<file path="src/hw/rtl/gfau_ram.sv">
module gfau_ram #(
   parameter int WIDTH = 8,
   parameter int DEPTH = 256
) (
   input  logic                     clock,
   input  logic                     wr_en,
   input  logic [$clog2(DEPTH)-1:0] wr_addr,
   input  logic [WIDTH-1:0]         wr_data,
   input  logic [$clog2(DEPTH)-1:0] rd_addr,
   output logic [WIDTH-1:0]         rd_data
);

   logic [WIDTH-1:0] mem_ff [DEPTH];
   logic [WIDTH-1:0] rd_data_ff;

   always_ff @(posedge clock) begin
      if (wr_en) begin
         mem_ff[wr_addr] <= wr_data;
      end
      rd_data_ff <= mem_ff[rd_addr];
   end

   assign rd_data = rd_data_ff;

endmodule

</file>
<file path="config.mk">
export PLATFORM = sky130hd
export DESIGN_NAME = gfau_ram
export DESIGN_NICKNAME = d
export VERILOG_FILES = /design/src/hw/rtl/gfau_ram.sv
export SDC_FILE = /design/constraint.sdc
export NUM_CORES = 2
export LEC_CHECK = 0
export BUFFER_PORTS_ARGS = -buffer_cell sky130_fd_sc_hd__buf_2
export CAP_MARGIN = 20
export CORE_MARGIN = 1.5
export CORE_UTILIZATION = 30
export DETAILED_ROUTE_END_ITERATION = 6
export GPL_ROUTABILITY_DRIVEN = 0
export SYNTH_ARGS = -nofsm -noshare
export SYNTH_HDL_FRONTEND = slang
export SYNTH_SLANG_ARGS = --single-unit
export TNS_END_PERCENT = 10
</file>
<file path="constraint.sdc">
create_clock -name clock -period 2.8 [get_ports clock]
set_input_delay 0.84 -clock clock [delete_from_list [all_inputs] [get_ports clock]]
set_output_delay 0.84 -clock clock [all_outputs]
set_load 0.02 [all_outputs]
</file>
## After elaboration in Yosys (flattened, before gate mapping)

Memory sizes are Yosys's and may differ from the RTL's. A register that Yosys moved wholly into a read port is not among the register bits.
Index checks and enable logic that the tools add are counted.

- Register bits after elaboration: 0
- Latch bits: 0
- RAM bits: 2048
- ROM bits: 0
- Bits of input ports: 26
- Output and inout bits: 8
- Word-level logic and storage cells: 3
- Memories: 1

Memories:

| memory | words | width | rd ports | clocked after Yosys merged registers in | write ports | RTL line | source |
|---|---|---|---|---|---|---|---|
| mem_ff | 256 | 8 | 1 | 1 | 1 | 13 | `logic [WIDTH-1:0] mem_ff [DEPTH];` |

- Add/sub/neg operators: 0
- $mul: 0
- Divide/modulo/power cells: 0
- Order comparisons: 0
- Equal/unequal tests: 0
- Shift operators: 0
- Mux-type cells: 2
- Bitwise gates (word level): 0
- Reductions and logical operators: 0

Operator list:

| cell | count |
|---|---|
| 2-to-1 mux 1 bit | 2 |

## Logic depth before layout (Yosys ltp)

- Word-level depth: 2
- Mapped depth: 11
- Mapped depth without buffers: 6

## Worst setup path after synthesis

OpenSTA, ideal clock, no wires.

- Path type: in2reg
- Start point: input rd_addr[0]
- End point: register rd_data_ff[2], in the netlist rd_data[2], read port of mem_ff
- Setup time: 0.131 ns
- Arrival: 2.647 ns
- Data required time: 2.669 ns
- Setup slack: 0.022 ns
- Stages: 9
- Buffers on the path: 4
- Path through: buf_6 -> buf_12 -> buf_8 -> buf_2 -> mux4_2 -> a22oi_1 -> a21oi_1 -> nor4_1 -> nor4_2

RTL lines:

| item | RTL line | source |
|---|---|---|
| start, declared | 9 | `input logic [$clog2(DEPTH)-1:0] rd_addr,` |
| end, declared | 14 | `logic [WIDTH-1:0] rd_data_ff;` |

==> impl_metrics.yaml <==
outcome:
  status: "finished, violations left"
  violations: "setup timing"
clock_tree:
  ctsHtreeMaxLevel: 4
  cts_sinks: 2056
  cts-root-buf: "clkbuf_16"
  clk_latency_ns: 0.85
  clk_pin_slew_worst_paths_ns: 0.06
  cts_tree: "done"
  clockBufferDepth: 3
  cts_buffers: 207
worst_setup_path:
  path_max_fanout: 34
  end_kind: "register"
  critical_path.top_delay_family: "buffers and inverters"
  rrSetupSlack_ns: 0.29
  crit_arrival_ns: 3.60
  startpoint_type: "input pin"
  critical_path_class: "in2reg"
  crit_chain: "buf_8 -> buf_4 -> mux2i_1 -> o221ai_1 -> buf_4 -> a21oi_1 -> o32ai_1 -> nor3_2 -> buf_4 -> nor4_1"
  cp_slowest_cell: "buf_4"
  cpPeakStageDelay_ns: 0.58
  cp_common_cell: "buf_4"
  crit_required_ns: 3.55
  critPathBufInv: 4
die:
  io_pins: 34
  rows: 188
  start_util: 0.303
  die_y_um: 518
  die_x_um: 518
  die_area_um2: 268000
  design.core.area_um2: 263000
sta:
  worstMarginPinSlew_ns: 1.14
  setup_tns_ns: -0.0467
  skew_ns: 0.0438
  hold_viol: 0
  period_share: 1.02
  drv_slew: 0
  setup_viol: 1
  min_period_ns: 2.85
  fin_ws_ns: -0.0467
  max_slew_margin: 0.238
  max_freq_ghz: 0.351
  rsz0062_at_grt: "no"
drt:
  vias: 40800
  wl_mm: 208
  postRouteAntennaNets: 0
  drc: 0
  post_drt_via_cell_ratio: 5.01
  wl_per_cell_um: 25.5
  drtIter0Drc: 4721
  firstDrtPassIters: 6
final_layout:
  multiInputGateArea_um2: 16600
  layout_commonest_cell: "edfxtp_1"
  stdcell_count: 8150
  nFillCells: 24100
  areaGrowthSynthToFinish_pct: 21.0
  post-route-util: 0.366
  regArea_um2: 61700
  drive_above_1_share: 0.330
  layout_common_cells: "2,048 x edfxtp_1, 628 x buf_4, 454 x mux4_2"
  finalNetCount: 4485
power:
  ir_drop_mv: 0.569
  power.density_nw_per_um2: 681
  design_power_total_mw: 65.5
  leakagePower_nw: 30.8
global_routing:
  grt_max_degree: 91
  antenna_found_initial: 15
  grt_pass1_vias: 41200
  grt_pass1_wl_mm: 299
  grt_usage: 0.152
  grt_overflow: 0
synth:
  yosysSeqAreaShare: 0.775
  async_flop_share: 0
  synth_area_um2: 79600
  syn_nets: 3759
  yosys.cell_types.count: 55
  avgSynthCellArea_um2: 21.3
  synth_edf_count: 2048
  yosys_warnings: 0
  ys_seq_elements: 2056
  synth_cells: 3733
  synthFlopType: "edfxtp_1"
flow_run:
  drv_cap: 0
placement:
  io_buffers: 33
  post-place-cells: 7765
  dpl.hpwl_mm: 136
  pre_cts_slack_ns: -1.24
min_path:
  worst_hold_path_type: "in2reg"
==> layout make-up <==
class	instances	share of cell area
multi-input combinational	1442	0.172
sequential	2056	0.640
clock buffer	243	0.0552
antenna	3	0.0000780
tap	3515	0.0457
clock inverter	139	0.0164
inverter	2	0.0000780
timing repair buffer	750	0.0701
==> stage by stage <==
stage	hold slack, ns	area, um^2
2_1_floorplan	0.770	79600
3_3_place_gp	1.13	89300
3_5_place_dp	1.14	89300
4_1_cts	0.341	96200
5_1_grt	0.362	96300
6_report	0.392	96300
==> final timing paths <==
path,endpoint,cells after the start,start
min reg2reg,rd_data[4],6,mem_ff[7][4]
max,rd_data[5],10,rd_addr[0]
max reg2reg,rd_data[0],6,mem_ff[138][0]
min,mem_ff[84][2],1,wr_data[2]
==> flip-flops by register name, indices dropped and copies added (netlist names) <==
register,flops
rd_data,8
mem_ff,2048
==> routing by layer <==
| metal | track usage | wire, um |
|---|---|---|
| met1 | 0.207 | 85300 |
| met2 | 0.250 | 101000 |
| met3 | 0.0264 | 15400 |
| met4 | 0.0434 | 5550 |
| met5 | 0 | 13 |
==> power breakdown <==
part           switching [mW]  internal (mW)  leakage (nW)
registers              0.0655           33.9          18.5
logic                    2.16           1.47          9.02
clock network            11.9           16.1          3.33
total                    14.1           51.5          30.8
==> worst reg2reg max path: cells and delay by family (launching register included) <==
family | cells | cell delay [ns]
AO/OA/AOI/OAI | 1 | 0.09
flip-flops | 1 | 0.37
multiplexers | 2 | 1.01
AND/OR/NAND/NOR | 3 | 0.89
==> what timing repair did <==
| action | CTS | global route |
|---|---|---|
| setup buffers | 0 | 0 |
| endpoints found under the hold margin | 0 | 0 |
| resized for setup | 6 | 9 |
| setup endpoints to repair | 4 | 5 |
| pin swaps | 0 | 1 |
| hold buffers | 0 | 0 |
==> cell usage after synthesis (all sizes together) (2+ instances only) <==
cell	number	area share
nand3	34	0.0021
nor2b	31	0.0024
o221ai	47	0.0053
nand4	10	0.00079
nand2b	8	0.00063
nand2	33	0.0016
nand3b	2	0.00019
and2	6	0.00047
a221oi	14	0.0016
nor3	22	0.0014
mux2i	134	0.017
o211ai	10	0.00094
a21oi	96	0.0060
o22ai	28	0.0022
a211oi	16	0.0015
clkbuf	111	0.0052
a22oi	133	0.013
a22o	8	0.00088
a311oi	2	0.00022
and3b	2	0.00022
or2	4	0.00031
o22a	5	0.00055
nor4	27	0.0024
a31oi	2	0.00016
dfxtp	8	0.0020
mux4	456	0.13
o21ai	12	0.00075
edfxtp	2048	0.77
a2111oi	5	0.00066
nor2	282	0.013
buf	122	0.013
o32ai	5	0.00064
==> cell families after synthesis <==
| family | count (synthesis) | synth area share |
|---|---|---|
| AOI/OAI and AO/OA | 385 | 0.0342 |
| buffers and inverters | 235 | 0.0183 |
| DFF | 2056 | 0.775 |
| muxes | 591 | 0.146 |
| and+or+nand+nor | 466 | 0.0263 |
Note: power is estimated with default switching activity, not from simulation.
