### config.mk
export PLATFORM = sky130hd
export DESIGN_NAME = gfau_fill
export DESIGN_NICKNAME = d
export VERILOG_FILES = /design/src/hw/rtl/gfau_pkg.sv /design/src/hw/rtl/gfau_fill.sv
export SDC_FILE = /design/constraint.sdc
export NUM_CORES = 1
export LEC_CHECK = 0
export BUFFER_PORTS_ARGS = -buffer_cell sky130_fd_sc_hd__buf_2
export CAP_MARGIN = 20
export CORE_MARGIN = 2
export CORE_UTILIZATION = 25
export DETAILED_ROUTE_END_ITERATION = 8
export PLACE_DENSITY = 0.43
export SKIP_LAST_GASP = 1
export SLEW_MARGIN = 25
export SYNTH_ARGS = -nofsm -noshare
export SYNTH_HDL_FRONTEND = slang
export SYNTH_SLANG_ARGS = --single-unit
### constraint.sdc
create_clock -name clock -period 1.7 [get_ports clock]
set_clock_uncertainty 0.2 [all_clocks]
set_input_delay 0.085 -clock clock [delete_from_list [all_inputs] [get_ports clock]]
set_output_delay 0.085 -clock clock [all_outputs]
set_load 0.03 [all_outputs]
### src/hw/rtl/gfau_pkg.sv
package gfau_pkg;

   localparam int ElemWidth = 8;
   localparam int ExpWidth  = 16;
   localparam int OpWidth   = 2;
   localparam int FieldOrder = 256;
   // nonzero elements form a cyclic group of this order
   localparam int GroupOrder = FieldOrder - 1;
   // x^8 folded back by 0x11d
   localparam logic [ElemWidth-1:0] PolyLow = 8'h1d;

   typedef enum logic [OpWidth-1:0] {
      OP_ADD = 2'd0,
      OP_MUL = 2'd1,
      OP_DIV = 2'd2,
      OP_POW = 2'd3
   } op_type;

   typedef enum logic [1:0] {
      RES_XOR  = 2'd0,
      RES_ZERO = 2'd1,
      RES_ONE  = 2'd2,
      RES_EXP  = 2'd3
   } res_kind_type;

   // one table write per cycle during the fill sweep
   typedef struct packed {
      logic                 busy;
      logic                 we;
      logic [ElemWidth-1:0] idx;
      logic [ElemWidth-1:0] elem;
   } fill_wr_type;

   function automatic logic [ElemWidth-1:0] xtime(input logic [ElemWidth-1:0] x);
      logic [ElemWidth-1:0] sh;
      sh = {x[ElemWidth-2:0], 1'b0};
      return x[ElemWidth-1] ? (sh ^ PolyLow) : sh;
   endfunction

endpackage

### src/hw/rtl/gfau_fill.sv
module gfau_fill (
   input  logic                clock,
   input  logic                reset,
   output gfau_pkg::fill_wr_type fill
);

   logic                          active_ff, active_in;
   logic [gfau_pkg::ElemWidth-1:0] count_ff, count_in;
   logic [gfau_pkg::ElemWidth-1:0] elem_ff, elem_in;

   localparam logic [gfau_pkg::ElemWidth-1:0] LastIdx =
      gfau_pkg::ElemWidth'(gfau_pkg::GroupOrder - 1);

   // walk the powers of the generator x: exp[i] = elem, log[elem] = i
   always_comb begin
      active_in = active_ff;
      count_in  = count_ff;
      elem_in   = elem_ff;
      if (active_ff) begin
         if (count_ff == LastIdx) begin
            active_in = 1'b0;
         end
         count_in = count_ff + 1'b1;
         elem_in  = gfau_pkg::xtime(elem_ff);
      end
   end

   always_ff @(posedge clock) begin
      if (reset) begin
         active_ff <= 1'b1;
         count_ff  <= '0;
         elem_ff   <= gfau_pkg::ElemWidth'(1);
      end else begin
         active_ff <= active_in;
         count_ff  <= count_in;
         elem_ff   <= elem_in;
      end
   end

   assign fill.busy = active_ff;
   assign fill.we   = active_ff;
   assign fill.idx  = count_ff;
   assign fill.elem = elem_ff;

endmodule

---- After elaboration in Yosys (flattened, before gate mapping) ----
Cells that the tools add are included.
W data, S select, Z words.
cells by class
  add/sub/neg operators ................... 1
  equal/unequal tests ..................... 1
  mux-type cells .......................... 3
  bitwise logic cells ..................... 1
operators with widths
  cell                   number
  $add A8 B1 Y8 const B  1
  $eq A8 B8 Y1 const B   1
  $mux W5                1
  $not A4 Y4             1
  $mux W1                2
storage, ports and cells
  output and inout bits ................... 18
  logic and storage cells ................. 9
  bits in registers ....................... 17

---- Logic depth before layout (Yosys ltp) ----
  depth after elaboration ................. 3
  mapped depth ............................ 5

---- Worst setup path before layout ----
No wires, ideal clock.
  path type ............................... register to register
  start point ............................. register count_ff[0] (netlist bit)
  end point ............................... register count_ff[6] (netlist bit)
  slack ................................... 0.062 ns
  arrival ................................. 1.367 ns
  stages on the path, launching flop included .. 5
  buffers on the path ..................... 0
  path through ............................ dfxtp_1 > ha_1 > nand3_1 > or3_1 > a21oi_1
between the ends
  longest elaborated chain between the ends .. 1
ends and longest elaborated chain
  what                      line             text
  start: declaration        gfau_fill.sv:8   logic [gfau_pkg::ElemWidth-1:0] count_ff, count_in;
  start signal: assignment  gfau_fill.sv:35  count_ff <= count_in;
  $add A8 B1 Y8             gfau_fill.sv:23  count_in = count_ff + 1'b1;
Every way passes these cells.
A chain may end at the register's enable or synchronous reset.

---- Worst setup path after layout ----
Ends and elaborated chain as after synthesis.

==> results summary <==
Walking the worst path, the cells encountered are ha_1, nand3_1, or3_1, a21oi_1. STA classifies the critical path endpoint as a flop. The maximum clock path buffer count came out at 2. The mean cell area of the mapped netlist is 9.426 um2. Setup repair after global routing left no endpoint under its margin.

The routed wire length is 1425 um. The number of cells on the worst hold path is 2. The leakage component of the power is around 0.4 nW. The area of placed instances is around 810 um2. The total I/O pin count is 20. The half-perimeter wire length after detailed placement came out at slightly below 1000 um. For the worst setup path, the data arrival time is 1.50 ns. In this run the remaining antenna-violating nets after routing total 0.

The number of search-and-repair iterations in the first detailed-routing pass came out at 4. Entering global routing, the biggest net connects 18 pins. Setup violations remaining at the end of the flow were counted as 0. The die footprint came out at 3269 um2. The core utilization of the finished layout came out at about a third.

The highest fanout seen on the critical path is 5. The floorplan core area is around 2700 um2. The critical path is of the reg2reg type.

The number of nets handed over by synthesis was 79. The flow ran to the end, and the final reports show no timing, DRC or antenna violations. The combinational cell fraction of total power is a little under a tenth. By area, the combinational part of the netlist is dominated by simple AND/OR/NAND/NOR gates.

The via-per-instance ratio came out at between 4 and 5. TritonCTS built the clock tree. CTS placed an instance of sky130_fd_sc_hd__clkbuf_4 at the clock tree root.

After global routing the overflow that remains totals 0. The proportion of synthesized area in mux cells is 5.664%. The compound-cell area share of the yosys netlist is about a tenth. The count of cells along the worst register-to-register path is 4.

The number of global-route vias before repair came out at between 500 and 600. The share of the yosys chip area belonging to registers is approximately 48%. The post-route netlist has between 20% and 30% of its cells at a drive strength greater than 1.

After the first detailed-routing iteration, the DRC count stood at 5. The net count of the finished layout is 98. The routed layout has approximately 570 vias.

The post-synthesis cell type count came out at 21. For this run, the leading register cell type out of synthesis is sky130_fd_sc_hd__dfxtp_1. The clock power share came out at between 30% and 40%. The H-tree depth reported by CTS is 1. The remaining design rule violation count is 0. The total instance count after detailed placement is around 120. The number of antenna cells inserted is 0. The post-route cell area came out at 849.6 um2.

Cell internal power was estimated by the tool at about 0.52 mW. In this run the tool buffered the top-level ports with 19 buffer cells. The layout overhead on the synthesized area is 20.18%. The count of warnings emitted by yosys came out at 0.

The area of the mapped netlist is about 710 um2. The worst register-to-register path begins at count_ff[0]$_SDFFE_PP0P_. The largest vdd supply drop is 0.0005069 V. The power share of the sequential group is 59.8%. The power per cell area is between 800 and 900 nW/um2. The adder-cell share of the synthesized area came out at 3.540%.

The largest individual stage delay along the critical path comes from the cell sky130_fd_sc_hd__dfxtp_2. The simple-gate share of the synthesized area came out at around 18%. In this design, the stage delay of the slowest critical-path cell is 0.39 ns.

The filler cells instantiated in the layout total 320. The congestion estimate from routability-driven global placement came to 0.6898. The wire length per cell after detailed routing is 11.49 um.

The top cell type by total area after synthesis is sky130_fd_sc_hd__dfxtp_1. The final hold violation count came out at 0. The launching element type of the critical path is a flop. Based on the critical path, the design can be clocked at up to approximately 0.68 GHz. The CTS buffer count came out at 3. The minimum clock period came out at roughly 1.5 ns. The floorplan row count is 19. The transition time at the pin with the least slew margin is roughly 0.33 ns. The die outline width is around 57 um. Counting flops and latches in the post-synthesis netlist gives 17.

In this run, synthesis inferred 0 flip-flops with an integrated enable. After Yosys synthesis, XOR and XNOR cells account for between 8 and 9% of the synthesized area. The initial utilization of the core area, before any placement, comes to a little over a quarter. The worst setup path startpoint is count_ff[0]$_SDFFE_PP0P_. The fraction of synthesis flops using an asynchronous set or reset pin is 0%.

The tool flagged a number of max-cap violations equal to 0. The normalized max-slew margin came out at 77.70%. The power consumption came out at 0.7120 mW.

The aggregate global-route resource usage is roughly a tenth. The source-to-sink clock delay at the later pin of the worst-skew pair came out at around 0.29 ns. The CTS clock-pin slew for the worst setup and hold paths is about 0.1 ns. The count of cells in the finished layout, fillers not included, comes to ~120.

The final cycle utilization of the critical path is between 80% and 90%. The number of antenna violations at the first check in global routing came out at 0. Counting every sink on the clock net gives 17.

Net switching is a little over a quarter of the power. The number of pins exceeding their max-slew limit in the final report is 0. For the final routed database, the setup TNS stands at 0 ns. Synthesis handed over a netlist of 75 instances. By area the synthesized netlist is led by sky130_fd_sc_hd__dfxtp_1 48%, sky130_fd_sc_hd__nor2_1 6.4%, sky130_fd_sc_hd__mux2i_1 5.7%. The first global-routing pass estimated roughly 2500 um of wire. In this run the most critical hold path is launched from elem_ff[4]$_SDFFE_PP0P_.

The worst path required time came out at about 1.7 ns. The share of the synthesized area in the top cell type came out at 48.14%. Summed over all nets, the switching power comes to approximately 0.19 mW. The vertical die dimension came out at 57.18 um. In this run the worst hold path is classified as reg2reg.
## worst max-delay path, delay by kind of cell (launching register included)
kind / cells / cell delay (ns)
adders and majority gates: 1 / 0.21
and+or+nand+nor: 2 / 0.46
DFF: 1 / 0.39
AOI/OAI and AO/OA: 1 / 0.14
## what timing repair did
action / 4_1_cts / 5_1_grt
resized for setup: 0 / 2
endpoints found under the hold margin: 12 / 0
hold buffers: 1 / 0
endpoints found under the setup margin: 0 / 1
buffers inserted: 0 / 0
## path summary, 6_finish.rpt
kind | end | slack, ns
worst max-delay path | count_ff[6]$_SDFFE_PP0P_ | 0.23
worst min-delay path | elem_ff[4]$_SDFFE_PP0P_ | 0.31
worst min register to register | elem_ff[4]$_SDFFE_PP0P_ | 0.31
worst max register to register | count_ff[6]$_SDFFE_PP0P_ | 0.23
## registers in the layout, indices dropped and copies added, names as in the netlist
name / cells
count_ff: 8
active_ff: 1
elem_ff: 8
## synth_stat cells (2+ instances only)
master,n
sky130_fd_sc_hd__ha_1,2
sky130_fd_sc_hd__xor2_1,3
sky130_fd_sc_hd__dfxtp_1,17
sky130_fd_sc_hd__a211oi_1,4
sky130_fd_sc_hd__or3_1,3
sky130_fd_sc_hd__xnor2_1,4
sky130_fd_sc_hd__a21oi_1,3
sky130_fd_sc_hd__nand4_1,2
sky130_fd_sc_hd__o21ai_0,4
sky130_fd_sc_hd__mux2i_1,4
sky130_fd_sc_hd__buf_4,3
sky130_fd_sc_hd__clkbuf_1,3
sky130_fd_sc_hd__nand2_1,2
sky130_fd_sc_hd__nor2_1,12
sky130_fd_sc_hd__nand3_1,3
## power groups by stage
stage	Sequential, mW	Clock (mW)	Combinational (mW)
after floorplan	0.455	0	0.0240
after global placement	0.433	0	0.0650
after detailed placement	0.434	0	0.0648
after CTS	0.425	0.231	0.0667
after global routing	0.429	0.250	0.0718
final	0.426	0.221	0.0654
## final cells by class
| class | count | area (um2) | area share (%) |
|---|---|---|---|
| inverters | 1 | 3.754 | 0.4418 |
| clock inverters | 1 | 5.005 | 0.5891 |
| repair buffers | 21 | 112.6 | 13.25 |
| flip-flops and latches | 17 | 342.8 | 40.35 |
| multi-input cells | 50 | 324.1 | 38.14 |
| well taps | 31 | 38.79 | 4.566 |
| clock buffers | 3 | 22.52 | 2.651 |
## placed cells by master, fill, tap and decap left out
cell type / instances
sky130_fd_sc_hd__nand4_1: 2
sky130_fd_sc_hd__inv_1: 1
sky130_fd_sc_hd__a211oi_1: 4
sky130_fd_sc_hd__dfxtp_2: 2
sky130_fd_sc_hd__nand2b_1: 1
sky130_fd_sc_hd__a21oi_1: 3
sky130_fd_sc_hd__ha_1: 2
sky130_fd_sc_hd__a211o_1: 1
sky130_fd_sc_hd__buf_4: 1
sky130_fd_sc_hd__dlygate4sd3_1: 1
sky130_fd_sc_hd__nor2_1: 12
sky130_fd_sc_hd__xor2_1: 3
sky130_fd_sc_hd__clkbuf_4: 3
sky130_fd_sc_hd__nand3_1: 3
sky130_fd_sc_hd__nor2b_1: 1
sky130_fd_sc_hd__dfxtp_1: 15
sky130_fd_sc_hd__xnor2_1: 4
sky130_fd_sc_hd__nand2_1: 2
sky130_fd_sc_hd__mux2i_1: 4
sky130_fd_sc_hd__buf_2: 19
sky130_fd_sc_hd__nand4_2: 1
sky130_fd_sc_hd__clkinv_2: 1
sky130_fd_sc_hd__o21ai_0: 4
sky130_fd_sc_hd__or3_1: 3
## per-layer routing
metal | global-route usage, % | up-vias | share of wire, %
met4 | 2.990 | 0 | 0.91
li1 | - | 290 | -
met2 | 15.44 | 19 | 44
met1 | 12.13 | 263 | 47
met5 | 0 | - | 0
met3 | 4.989 | 2 | 7.7
## cell families (layout without fill, tap and decap cells)
| group | after synthesis | count (layout) |
|---|---|---|
| simple gates | 25 | 25 |
| flops | 17 | 17 |
| compound gates | 12 | 12 |
| mux | 4 | 4 |
| xor+xnor | 7 | 7 |
| fa+ha+maj | 2 | 2 |
| buf+inv | 8 | 26 |
## stage by stage
step / worst slack [ns] / hold WS [ns]
final: 0.2294 / 0.3088
after global placement: 0.2550 / 0.2643
after floorplan: 0.06229 / 0.1706
after global routing: 0.07463 / 0.3601
after CTS: 0.1396 / 0.3134
after detailed placement: 0.1699 / 0.2714
Note: power is estimated with default switching activity, not from simulation.
